===== src/rtl/icy_metadata_deframer_macros.svh =====
// assertion macros shared by the deframer rtl
// expects a clock named clk and an active-low reset named arst_n in scope
`ifndef ICY_METADATA_DEFRAMER_MACROS_SVH
`define ICY_METADATA_DEFRAMER_MACROS_SVH

// condition implies consequence in the same cycle
`define ICYMD_ASSERT_NOW(label, cond, cons) \
	label: assert property (@(posedge clk) disable iff (!arst_n) (cond) |-> (cons)) \
		else $error("deframer check failed");

// condition implies consequence in the next cycle
`define ICYMD_ASSERT_NEXT(label, cond, cons) \
	label: assert property (@(posedge clk) disable iff (!arst_n) (cond) |=> (cons)) \
		else $error("deframer check failed");

`endif


===== src/rtl/icymd_pkg.sv =====
// shared types, constants and the key table of the icy metadata deframer
// no dependencies
package icymd_pkg;

	localparam int TITLE_MAX  = 127;
	localparam int INTERVAL_W = 16;
	localparam int META_CW    = 12;
	localparam int KEY_LEN    = 13;
	localparam int KEY_CW     = 4;
	localparam int QDEPTH     = 4;
	localparam int QCW        = $clog2(QDEPTH + 1);

	localparam logic [7:0] CHAR_QUOTE = 8'h27;
	localparam logic [7:0] CHAR_NUL   = 8'h00;

	typedef enum logic [1:0] {
		KIND_AUDIO  = 2'd0,
		KIND_CHAR   = 2'd1,
		KIND_COMMIT = 2'd2,
		KIND_ABORT  = 2'd3
	} kind_t;

	typedef struct packed {
		kind_t      kind;
		logic [7:0] data;
	} item_t;

	typedef struct packed {
		logic           full;
		logic           empty;
		logic [QCW-1:0] count;
	} q_status_t;

	typedef struct packed {
		logic in_meta;
		logic in_title;
		logic finished;
	} front_status_t;

	// characters of StreamTitle='
	function automatic logic [7:0] key_char(input logic [KEY_CW-1:0] pos);
		logic [7:0] c;
		case (pos)
			4'd0:    c = "S";
			4'd1:    c = "t";
			4'd2:    c = "r";
			4'd3:    c = "e";
			4'd4:    c = "a";
			4'd5:    c = "m";
			4'd6:    c = "T";
			4'd7:    c = "i";
			4'd8:    c = "t";
			4'd9:    c = "l";
			4'd10:   c = "e";
			4'd11:   c = "=";
			4'd12:   c = CHAR_QUOTE;
			default: c = CHAR_NUL;
		endcase
		return c;
	endfunction

endpackage


===== src/rtl/icy_metadata_deframer.sv =====
// channel   | handshake           | payload
// input     | push / full         | stream_byte[7:0]
// result    | empty / pop         | kind[1:0], out_byte[7:0]
// config    | cfg_valid/cfg_ready | cfg_data[15:0] (meta_interval)
//
// One byte is taken every cycle while full is low; the front end works out its
// counters and key match combinationally and writes at most one item into a
// four-entry queue; items move on to the output register when free or popped.
// full follows the queue fill alone, so the input stalls only when the
// consumer has left four items plus the output register untaken.
// Asynchronous active-low reset; no clearing pass, the block is ready at once.
// top level of the icy metadata deframer, depends on icymd_pkg, the front end,
// queue and output stage modules, and the assertion macro header
`include "icy_metadata_deframer_macros.svh"

module icy_metadata_deframer #(
	parameter int TITLE_MAX = icymd_pkg::TITLE_MAX
) (
	input  logic                             clk,
	input  logic                             arst_n,
	input  logic                             push,
	output logic                             full,
	input  logic [7:0]                       stream_byte,
	output logic                             empty,
	input  logic                             pop,
	output logic [1:0]                       kind,
	output logic [7:0]                       out_byte,
	input  logic                             cfg_valid,
	output logic                             cfg_ready,
	input  logic [icymd_pkg::INTERVAL_W-1:0] cfg_data
);

	logic                      in_accept;
	logic                      res_valid;
	icymd_pkg::item_t          res_item;
	icymd_pkg::front_status_t  front_st;
	icymd_pkg::q_status_t      q_st;
	icymd_pkg::item_t          q_item;
	logic                      q_rd;

	assign cfg_ready = 1'b1;
	assign full      = q_st.full;
	assign in_accept = push && !q_st.full;

	// classify bytes and track framing
	icymd_front #(
		.TITLE_MAX (TITLE_MAX)
	) u_front (
		.clk       (clk),
		.arst_n    (arst_n),
		.in_valid  (in_accept),
		.in_byte   (stream_byte),
		.cfg_wr    (cfg_valid && cfg_ready),
		.cfg_data  (cfg_data),
		.res_valid (res_valid),
		.res_item  (res_item),
		.status    (front_st)
	);

	// decoupling queue
	icymd_queue u_queue (
		.clk     (clk),
		.arst_n  (arst_n),
		.wr_en   (in_accept && res_valid),
		.wr_item (res_item),
		.rd_en   (q_rd),
		.rd_item (q_item),
		.status  (q_st)
	);

	// output register
	icymd_back u_back (
		.clk      (clk),
		.arst_n   (arst_n),
		.q_empty  (q_st.empty),
		.q_item   (q_item),
		.q_rd     (q_rd),
		.pop      (pop),
		.empty    (empty),
		.kind     (kind),
		.out_byte (out_byte)
	);

	// checks
	`ICYMD_ASSERT_NOW(a_q_bound, 1'b1, q_st.count <= icymd_pkg::QCW'(icymd_pkg::QDEPTH))
	`ICYMD_ASSERT_NOW(a_flags_excl, 1'b1, !(front_st.in_title && front_st.finished))
	`ICYMD_ASSERT_NOW(a_event_zero, !empty && (kind == icymd_pkg::KIND_COMMIT || kind == icymd_pkg::KIND_ABORT), out_byte == 8'h00)
	`ICYMD_ASSERT_NEXT(a_cfg_audio, cfg_valid && cfg_ready, !front_st.in_meta && !front_st.in_title)

endmodule


===== src/rtl/icymd_front.sv =====
// front end: takes stream bytes, tracks audio/length/metadata framing and title matching
// depends on icymd_pkg
module icymd_front #(
	parameter int TITLE_MAX = icymd_pkg::TITLE_MAX
) (
	input  logic                                 clk,
	input  logic                                 arst_n,
	input  logic                                 in_valid,
	input  logic [7:0]                           in_byte,
	input  logic                                 cfg_wr,
	input  logic [icymd_pkg::INTERVAL_W-1:0]     cfg_data,
	output logic                                 res_valid,
	output icymd_pkg::item_t                     res_item,
	output icymd_pkg::front_status_t             status
);

	localparam int CW = $clog2(TITLE_MAX + 1);

	typedef enum logic [1:0] {
		PH_AUDIO = 2'd0,
		PH_LEN   = 2'd1,
		PH_META  = 2'd2
	} phase_t;

	phase_t                               phase_q, phase_d;
	logic [icymd_pkg::INTERVAL_W-1:0]     interval_q;
	logic [icymd_pkg::INTERVAL_W-1:0]     audio_left_q, audio_left_d;
	logic [icymd_pkg::META_CW-1:0]        meta_left_q, meta_left_d;
	logic [icymd_pkg::KEY_CW-1:0]         match_pos_q, match_pos_d;
	logic [CW-1:0]                        title_count_q, title_count_d;
	logic                                 in_title_q, in_title_d;
	logic                                 finished_q, finished_d;
	logic                                 last;

	// next state and result for one accepted byte
	always_comb begin
		phase_d       = phase_q;
		audio_left_d  = audio_left_q;
		meta_left_d   = meta_left_q;
		match_pos_d   = match_pos_q;
		title_count_d = title_count_q;
		in_title_d    = in_title_q;
		finished_d    = finished_q;
		res_valid     = 1'b0;
		res_item.kind = icymd_pkg::KIND_AUDIO;
		res_item.data = in_byte;
		last          = (meta_left_q <= icymd_pkg::META_CW'(1));
		case (phase_q)
			PH_LEN: begin
				match_pos_d   = '0;
				title_count_d = '0;
				in_title_d    = 1'b0;
				finished_d    = 1'b0;
				if (in_byte == icymd_pkg::CHAR_NUL) begin
					meta_left_d  = '0;
					phase_d      = PH_AUDIO;
					audio_left_d = interval_q;
				end else begin
					meta_left_d = {in_byte, 4'b0000};
					phase_d     = PH_META;
				end
			end
			PH_META: begin
				meta_left_d   = last ? '0 : meta_left_q - icymd_pkg::META_CW'(1);
				res_item.data = icymd_pkg::CHAR_NUL;
				if (!finished_q) begin
					if (in_title_q) begin
						if (in_byte == icymd_pkg::CHAR_QUOTE) begin
							res_valid     = 1'b1;
							res_item.kind = icymd_pkg::KIND_COMMIT;
							in_title_d    = 1'b0;
							finished_d    = 1'b1;
						end else if (in_byte == icymd_pkg::CHAR_NUL) begin
							res_valid     = 1'b1;
							res_item.kind = icymd_pkg::KIND_ABORT;
							in_title_d    = 1'b0;
							finished_d    = 1'b1;
						end else if (title_count_q < CW'(TITLE_MAX)) begin
							res_valid     = 1'b1;
							res_item.kind = icymd_pkg::KIND_CHAR;
							res_item.data = in_byte;
							title_count_d = title_count_q + CW'(1);
						end
					end else if (in_byte == icymd_pkg::CHAR_NUL) begin
						finished_d = 1'b1;
					end else begin
						// keyword match, restart on the first key character
						if (match_pos_q < icymd_pkg::KEY_CW'(icymd_pkg::KEY_LEN) &&
						    in_byte == icymd_pkg::key_char(match_pos_q))
							match_pos_d = match_pos_q + icymd_pkg::KEY_CW'(1);
						else if (in_byte == icymd_pkg::key_char('0))
							match_pos_d = icymd_pkg::KEY_CW'(1);
						else
							match_pos_d = '0;
						if (match_pos_d >= icymd_pkg::KEY_CW'(icymd_pkg::KEY_LEN))
							in_title_d = 1'b1;
					end
				end
				// block end: an open title is aborted
				if (last) begin
					if (in_title_d && !finished_d) begin
						res_valid     = 1'b1;
						res_item.kind = icymd_pkg::KIND_ABORT;
						res_item.data = icymd_pkg::CHAR_NUL;
					end
					phase_d       = PH_AUDIO;
					audio_left_d  = interval_q;
					meta_left_d   = '0;
					match_pos_d   = '0;
					title_count_d = '0;
					in_title_d    = 1'b0;
					finished_d    = 1'b0;
				end
			end
			default: begin
				phase_d   = PH_AUDIO;
				res_valid = 1'b1;
				if (interval_q != '0) begin
					if (audio_left_q <= icymd_pkg::INTERVAL_W'(1)) begin
						audio_left_d = '0;
						phase_d      = PH_LEN;
					end else begin
						audio_left_d = audio_left_q - icymd_pkg::INTERVAL_W'(1);
					end
				end
			end
		endcase
	end

	// state registers, config write reloads and drops any block
	always_ff @(posedge clk or negedge arst_n) begin
		if (!arst_n) begin
			phase_q       <= PH_AUDIO;
			interval_q    <= '0;
			audio_left_q  <= '0;
			meta_left_q   <= '0;
			match_pos_q   <= '0;
			title_count_q <= '0;
			in_title_q    <= 1'b0;
			finished_q    <= 1'b0;
		end else if (cfg_wr) begin
			phase_q       <= PH_AUDIO;
			interval_q    <= cfg_data;
			audio_left_q  <= cfg_data;
			meta_left_q   <= '0;
			match_pos_q   <= '0;
			title_count_q <= '0;
			in_title_q    <= 1'b0;
			finished_q    <= 1'b0;
		end else if (in_valid) begin
			phase_q       <= phase_d;
			audio_left_q  <= audio_left_d;
			meta_left_q   <= meta_left_d;
			match_pos_q   <= match_pos_d;
			title_count_q <= title_count_d;
			in_title_q    <= in_title_d;
			finished_q    <= finished_d;
		end
	end

	assign status.in_meta  = (phase_q == PH_META);
	assign status.in_title = in_title_q;
	assign status.finished = finished_q;

endmodule


===== src/rtl/icymd_queue.sv =====
// short result queue between the front end and the output stage
// depends on icymd_pkg
module icymd_queue (
	input  logic                   clk,
	input  logic                   arst_n,
	input  logic                   wr_en,
	input  icymd_pkg::item_t       wr_item,
	input  logic                   rd_en,
	output icymd_pkg::item_t       rd_item,
	output icymd_pkg::q_status_t   status
);

	localparam int PW = $clog2(icymd_pkg::QDEPTH);

	icymd_pkg::item_t            mem_q [icymd_pkg::QDEPTH];
	logic [PW-1:0]               wr_ptr_q;
	logic [PW-1:0]               rd_ptr_q;
	logic [icymd_pkg::QCW-1:0]   count_q;
	logic                        do_wr;
	logic                        do_rd;

	assign status.full  = (count_q == icymd_pkg::QCW'(icymd_pkg::QDEPTH));
	assign status.empty = (count_q == '0);
	assign status.count = count_q;
	assign do_wr        = wr_en && !status.full;
	assign do_rd        = rd_en && !status.empty;
	assign rd_item      = mem_q[rd_ptr_q];

	// storage
	always_ff @(posedge clk) begin
		if (do_wr)
			mem_q[wr_ptr_q] <= wr_item;
	end

	// pointers and fill count
	always_ff @(posedge clk or negedge arst_n) begin
		if (!arst_n) begin
			wr_ptr_q <= '0;
			rd_ptr_q <= '0;
			count_q  <= '0;
		end else begin
			if (do_wr)
				wr_ptr_q <= wr_ptr_q + PW'(1);
			if (do_rd)
				rd_ptr_q <= rd_ptr_q + PW'(1);
			if (do_wr && !do_rd)
				count_q <= count_q + icymd_pkg::QCW'(1);
			else if (do_rd && !do_wr)
				count_q <= count_q - icymd_pkg::QCW'(1);
		end
	end

endmodule


===== src/rtl/icymd_back.sv =====
// output stage: holds the oldest result item for the consumer
// depends on icymd_pkg
module icymd_back (
	input  logic               clk,
	input  logic               arst_n,
	input  logic               q_empty,
	input  icymd_pkg::item_t   q_item,
	output logic               q_rd,
	input  logic               pop,
	output logic               empty,
	output logic [1:0]         kind,
	output logic [7:0]         out_byte
);

	logic             valid_q;
	icymd_pkg::item_t item_q;

	// refill when the stage is free or being drained
	assign q_rd     = !q_empty && (!valid_q || pop);
	assign empty    = !valid_q;
	assign kind     = item_q.kind;
	assign out_byte = item_q.data;

	always_ff @(posedge clk or negedge arst_n) begin
		if (!arst_n) begin
			valid_q <= 1'b0;
		end else if (q_rd) begin
			valid_q <= 1'b1;
		end else if (pop) begin
			valid_q <= 1'b0;
		end
	end

	always_ff @(posedge clk) begin
		if (q_rd)
			item_q <= q_item;
	end

endmodule

===== config.mk =====
export PLATFORM = sky130hd
export DESIGN_NAME = icy_metadata_deframer
export DESIGN_NICKNAME = d
export VERILOG_FILES = /design/src/rtl/icymd_pkg.sv /design/src/rtl/icy_metadata_deframer.sv /design/src/rtl/icymd_front.sv /design/src/rtl/icymd_queue.sv /design/src/rtl/icymd_back.sv
export VERILOG_INCLUDE_DIRS = /design/src /design/src/rtl
export SDC_FILE = /design/constraint.sdc
export NUM_CORES = 1
export LEC_CHECK = 0
export BUFFER_PORTS_ARGS = -buffer_cell sky130_fd_sc_hd__clkbuf_2
export CORE_UTILIZATION = 40
export CTS_CLUSTER_DIAMETER = 100
export CTS_CLUSTER_SIZE = 8
export DETAILED_ROUTE_END_ITERATION = 6
export MAX_ROUTING_LAYER = met4
export PLACE_DENSITY = 0.65
export SLEW_MARGIN = 20
export SYNTH_ARGS = -nofsm -noshare
export SYNTH_HDL_FRONTEND = slang
export SYNTH_SLANG_ARGS = --single-unit

===== constraint.sdc =====
create_clock -name clk -period 4.8 [get_ports clk]
set_clock_uncertainty 0.05 [all_clocks]
set_input_delay 1.44 -clock clk [delete_from_list [all_inputs] [get_ports clk]]
set_output_delay 1.44 -clock clk [all_outputs]
set_load 0.03 [all_outputs]

# Word-level counts from Yosys, hierarchy flattened
# Memories as Yosys holds them, arrays and structs flattened. A register that Yosys moved wholly into a read port is not among the register bits.
# Cells that the tools add are included.
[classes] eq_ne=14 n_reduce_logical=29 mux=89 order_cmp=5 addsub=8
[op_table] operator="2-to-1 mux 16 bit" count=6
[op_table] operator="2-to-1 mux 7 bit" count=8
[op_table] operator="2-to-1 mux 10 bit" count=5
[op_table] operator="2-to-1 mux 12 bit" count=4
[op_table] operator="2-to-1 mux 8 bit" count=6
[op_table] operator="2-to-1 mux 4 bit" count=11
[op_table] operator="case mux 16 bit (2 select lines)" count=1
[op_table] operator="2-to-1 mux 1 bit" count=31
[op_table] operator="case mux 12 bit (2 select lines)" count=1
[op_table] operator="less-or-equal comparator 16 x 1 -> 1 bit, second input constant" count=1
[op_table] operator="nonzero test 16 bit" count=1
[op_table] operator="subtractor 16 x 1 -> 16 bit, second input constant" count=1
[op_table] operator="2-to-1 mux 2 bit" count=7
[op_table] operator="case mux 7 bit (2 select lines)" count=1
[op_table] operator="less-or-equal comparator 12 x 1 -> 1 bit, second input constant" count=1
[op_table] operator="subtractor 12 x 1 -> 12 bit, second input constant" count=1
[op_table] operator="logical AND 1 bit" count=9
[op_table] operator="2-to-1 mux 9 bit" count=1
[op_table] operator="== test 8 x 6 -> 1 bit, second input constant" count=1
[op_table] operator="== test 8 x 7 -> 1 bit, second input constant" count=1
[op_table] operator="== test 8 bit" count=1
[op_table] operator="zero test 8 bit" count=1
[op_table] operator="!= test 4 x 2 -> 1 bit, second input constant" count=2
[op_table] operator="!= test 4 x 3 -> 1 bit, second input constant" count=2
[op_table] operator="27 further kinds" count=41
[word_totals] reg_bits=67 ram_bits=40 rom_bits=112 inputBits=29 mem_count=2 wordCells=159
[mem_list] name="(no name shown)" words=16 word_bits=7 rd=1 rd_clocked_by_memory_dff=0 write_ports=0 line_no="icymd_pkg.sv:43" text="case (pos)"
[mem_list] name="u_queue.mem_q" words=4 word_bits=10 rd=1 rd_clocked_by_memory_dff=1 write_ports=1 line_no="icymd_queue.sv:15" text="icymd_pkg::item_t mem_q [icymd_pkg::QDEPTH];"

# Longest topological paths before layout
[depth] ltp_word=28 mapped_depth=15 ltp_nobuf=15

# By module
# A second synthesis with hierarchy kept.
[unflattened] hier_cells=583 area_unflattened_um2=6361.1
[by_module_without_submodules] module="icymd_front" cells_per_inst=477 seq_area_each_um2=1476.4 area_each_um2=4113.9 instances=1
[by_module_without_submodules] module="icymd_queue" cells_per_inst=87 seq_area_each_um2=1376.3 area_each_um2=1878.1 instances=1
[by_module_without_submodules] module="icymd_back" cells_per_inst=15 seq_area_each_um2=325.3 area_each_um2=342.8 instances=1
[by_module_without_submodules] module="icy_metadata_deframer" cells_per_inst=4 seq_area_each_um2=0.0 area_each_um2=26.3 instances=1

# Worst setup path after synthesis
# OpenSTA, ideal clock, no wires.
[synth_path] kind="input -> register" start="input port stream_byte[1]" end="register u_queue.count_q[2] (netlist name)" required_time_ns=4.671 n_path_buf=1 path_stages=13 path_slack_ns=0.823 t_arrival_ns=3.848 setup_time_ns=0.079 path_cell_list="buf_2 nor4_1 o21ai_1 a31o_2 a21oi_1 a41oi_4 inv_1 ha_1 inv_1 fa_1 xor2_1 nor2_1 xor2_1"
[synth_via] elab_chain_cells=22 elab_cells_between_ends=40 classes_between="order compare (1); eq/ne (3); mux (26); reduce/logical (10)"
[synth_rtl] element="start, declared" line_no="icy_metadata_deframer.sv:23" text="input logic [7:0] stream_byte,"
[synth_rtl] element="== test 8 x 7 -> 1 bit / == test 8 bit (equally long branches)" line_no="icymd_front.sv:91, icymd_front.sv:89"
[synth_rtl] element="2-to-1 mux 1 bit / logical AND 1 bit (equally long branches)" line_no="icymd_front.sv:91, icymd_front.sv:88"
[synth_rtl] element="2-to-1 mux 4 bit" line_no="icymd_front.sv:88" text="if (match_pos_q < icymd_pkg::KEY_CW'(icymd_pkg::KEY_LEN) &&"
[synth_rtl] element="2-to-1 mux 4 bit" line_no="icymd_front.sv:84" text="end else if (in_byte == icymd_pkg::CHAR_NUL) begin"
[synth_rtl] element="2-to-1 mux 4 bit" line_no="icymd_front.sv:67" text="if (in_title_q) begin"
[synth_rtl] element="2-to-1 mux 4 bit" line_no="icymd_front.sv:66" text="if (!finished_q) begin"
[synth_rtl] element="2-to-1 mux 4 bit" line_no="icymd_front.sv:48" text="case (phase_q)"
[synth_rtl] element="greater-or-equal comparator 4 bit" line_no="icymd_front.sv:95" text="if (match_pos_d >= icymd_pkg::KEY_CW'(icymd_pkg::KEY_LEN))"
[synth_rtl] element="(+7 left out)"
[synth_rtl] element="2-to-1 mux 1 bit *" line_no="icymd_front.sv:100" text="if (last) begin"
[synth_rtl] element="case mux 1 bit (2 select lines) *" line_no="icymd_front.sv:48"
[synth_rtl] element="logical AND 1 bit *" line_no="icy_metadata_deframer.sv:64" text=".wr_en (in_accept && res_valid),"
[synth_rtl] element="logical AND 1 bit *" line_no="icymd_queue.sv:25" text="assign do_wr = wr_en && !status.full;"
[synth_rtl] element="via u_queue.do_wr" line_no="icymd_queue.sv:19" text="logic do_wr;"
[synth_rtl] element="zero test 1 bit" line_no="icymd_queue.sv:48" text="else if (do_rd && !do_wr)"
[synth_rtl] element="logical AND 1 bit" line_no="icymd_queue.sv:48"
[synth_rtl] element="nonzero test 2 bit (no line)"
[synth_rtl] element="end signal, assigned" line_no="icymd_queue.sv:47" text="count_q <= count_q + icymd_pkg::QCW'(1);"
[synth_rtl] element="end signal, assigned" line_no="icymd_queue.sv:49" text="count_q <= count_q - icymd_pkg::QCW'(1);"
[synth_rtl] element="end, declared" line_no="icymd_queue.sv:18" text="logic [icymd_pkg::QCW-1:0] count_q;"
# The timed path passes the listed nets; every way through them passes the cells marked *. The select of a mux whose other input is x is not followed.
# A chain may end at the register's enable or synchronous reset.

# Final worst setup path
# Ends and elaborated chain as after synthesis.

==> flow_metrics.py <==
metrics = {
    "clocking": {
        "cts-root-buf": "clkbuf_16",
        "clk_pin_slew_ns": 0.05,
        "cts.sinks": 117,
        "post_cts_resized": 0,
        "cts_buffers": 17,
        "cts_hold_buf": 0,
        "cts_max_path_buffers": 2,
        "h-tree-depth": 4,
        "clk_latency_ns": 0.42,
        "cts_tree": "yes",
        "postCtsSetupBuffers": 0,
    },
    "yosys": {
        "yosys.area_share.xor_xnor_pct": 1.98,
        "seq_area_frac_synth_pct": 51.2,
        "synthAdderAreaFrac_pct": 3.75,
        "synth_seq_cells": 117,
        "synth_ff_type": "dfrtp_1",
        "synth_cells": 560,
        "synth_fp_nets": 607,
        "yosys.cell_types.count": 78,
        "synthesis.area_um2": 6200,
        "synth_top_family_by_area": "simple AND/OR/NAND/NOR gates",
        "synth-simple-area-share_pct": 15.8,
        "synth_compound_area_share_pct": 15.3,
        "ys_warn_count": 0,
        "avgSynthCellArea_um2": 11.1,
        "synth_mux_area_share_pct": 8.21,
        "synth_edf_count": 50,
        "async_reset_ff_share_pct": 57.3,
    },
    "final_layout": {
        "final_nets": 647,
        "syn_to_final_growth_pct": 15.7,
        "register_area_um2": 3180,
        "antenna_cells": 0,
        "final_cell_mix": "dfrtp_1, edfxtp_1, o21ai_0, nor2_1, nand2_1",
        "stdcell_count": 801,
        "drive_gt1_share_pct": 20.1,
        "final_common_cell": "dfrtp_1",
        "fill_cells": 1356,
        "multi_input_area_um2": 2800,
        "utilization_pct": 47.4,
    },
    "die": {
        "io_pins": 42,
        "core-area_um2": 15100,
        "die_area_um2": 16000,
        "initial_core_util_pct": 41.0,
        "die_y_um": 127,
        "die_w_um": 127,
        "rows": 45,
    },
    "global_routing": {
        "grt_start_max_net_pins": 37,
        "grt.total_usage_pct": 19.4,
        "grt_pass1_vias": 4570,
        "grt_pass1_wl_mm": 23.5,
        "antenna_found_initial": 0,
        "grt-ovfl-total": 0,
    },
    "placed_design": {
        "place.gp.congestion": 0.864,
        "dp_slack_ns": 0.422,
        "port_buffers": 40,
        "dp.cells": 769,
        "place_hpwl_mm": 9.55,
    },
    "drt": {
        "avgRoutedWirePerCell_um": 17.0,
        "dr.pass1.iters": 5,
        "ant_nets": 0,
        "initialDrtViolationCount": 359,
        "drc": 0,
        "viasPerCell": 5.78,
        "dr_total_vias": 4633,
        "drt_wl_total_mm": 13.6,
    },
    "critical_path": {
        "critPathKind": "in2reg",
        "critPathMaxFanout": 10,
        "worstPathCellList": "clkbuf_2, nor4_1, o21ai_1, a31o_2, a21oi_1, a41oi_4, inv_1, ha_1, inv_1, fa_1, xor2_1, nor2_1, xor2_1",
        "max_stage_delay_ns": 0.61,
        "worst_ep_arrival_time_ns": 4.26,
        "crit_required_ns": 5.09,
        "start_kind": "primary input",
        "cp_slowest_cell": "nor4_1",
        "critical_path.endpoint_type": "flip-flop",
    },
    "sta": {
        "hold_violations": 0,
        "worst_slew_pin_slew_ns": 0.874,
        "tns_ns": 0,
        "fin_ws_ns": 0.828,
        "max-slew-margin-rel_pct": 41.7,
        "fin_crit_ns": 3.97,
        "fin_crit_sh_pct": 82.7,
        "rsz0062_at_grt": "no",
        "slew_violations": 0,
        "setup_violations": 0,
        "max_freq_ghz": 0.252,
    },
    "power": {
        "leakagePower_nw": 2.83,
        "power_density_nw_per_um2": 466,
        "total_power_mw": 3.34,
        "ir_drop_mv": 0.249,
    },
    "hold_path": {
        "hold_path_class": "reg2reg",
    },
    "run": {
        "maxCapViolations": 0,
    },
    "outcome": {
        "status": "finished clean",
    },
}
==> routing by layer <==
layer	vias to the layer above	GRT usage [%]	wire (µm)
met5	-	-	0
met1	2292	24.5	6200
met2	124	30.7	6650
met3	17	4.34	587
li1	2200	-	-
met4	0	7.16	204
==> Yosys cell counts, drive strengths merged (11+ instances only) <==
| cell type | number | area (µm²) |
|---|---|---|
| dfrtp | 67 | 1680 |
| o21ai | 54 | 274 |
| clkbuf | 17 | 63.8 |
| and2 | 14 | 87.6 |
| inv | 27 | 101 |
| mux2 | 19 | 218 |
| a222oi | 12 | 120 |
| nor3 | 15 | 75.1 |
| nor2 | 43 | 161 |
| nor4 | 16 | 128 |
| mux4 | 11 | 252 |
| a21oi | 26 | 134 |
| nand2 | 40 | 150 |
| ha | 17 | 213 |
| edfxtp | 50 | 1500 |
==> sequential cells by signal (all words and copies together) (netlist names) <==
register and cells:
u_queue.mem_q 40, u_front.audio_left_q 16, u_front.interval_q 16, u_front.meta_left_q 12, u_back.out_byte 8, u_front.title_count_q 7, u_front.match_pos_q 4, u_queue.count_q 3
u_back.kind 2, u_front.phase_q 2, u_queue.rd_ptr_q 2, u_queue.wr_ptr_q 2, u_back.valid_q 1, u_front.finished_q 1, u_front.in_title_q 1
==> logic make-up (layout without fill, tap and decap cells) <==
family / after synthesis / in the layout
compound gates: 139 / 139
buf+inv: 53 / 106
mux: 34 / 34
simple gates: 184 / 184
fa+ha+maj: 18 / 18
flops: 117 / 117
xor+xnor: 14 / 14
other cells: 1 / 1
==> cell type report <==
cell class | instances | area share (%)
sequential | 117 | 44.3
multi-input combinational | 390 | 39.0
clock buffer | 17 | 5.93
timing repair buffer | 47 | 3.52
tap | 188 | 3.28
clock inverter | 15 | 2.53
inverter | 27 | 1.41
==> worst paths after layout <==
kind,from,endpoint,slack [ns],depth (start not counted)
min in group asynchronous,arst_n,u_front.meta_left_q[5],1.09,1
worst max-delay path,stream_byte[1],u_queue.count_q[2],0.83,13
max in group asynchronous,arst_n,u_front.interval_q[12],2.66,2
worst max register to register,u_front.match_pos_q[0],u_queue.count_q[2],1.16,13
worst min register to register,u_queue.count_q[2],u_queue.count_q[2],0.45,1
worst min-delay path,u_queue.count_q[2],u_queue.count_q[2],0.45,1
==> metrics by stage <==
| step | area [µm²] | hold slack, ns |
|---|---|---|
| after floorplan | 6200 | 0.414 |
| after global placement | 6570 | 0.435 |
| after detailed placement | 6570 | 0.448 |
| after CTS | 7170 | 0.461 |
| after global routing | 7180 | 0.478 |
| final | 7180 | 0.453 |
==> critical path, delay by kind of cell <==
family,cells,cell delay (ns)
AO/OA/AOI/OAI,4,0.89
buffers and inverters,3,0.33
AND/OR/NAND/NOR,2,0.72
adder cells (fa/ha/maj),2,0.55
XOR/XNOR,2,0.33
==> where the power goes <==
group | internal (mW) | switching, mW | total, mW
Combinational | 0.281 | 0.366 | 0.647
Sequential | 1.26 | 0.147 | 1.41
Clock | 0.817 | 0.467 | 1.28
Total | 2.36 | 0.981 | 3.34
Power figures use the tool's default switching activity.
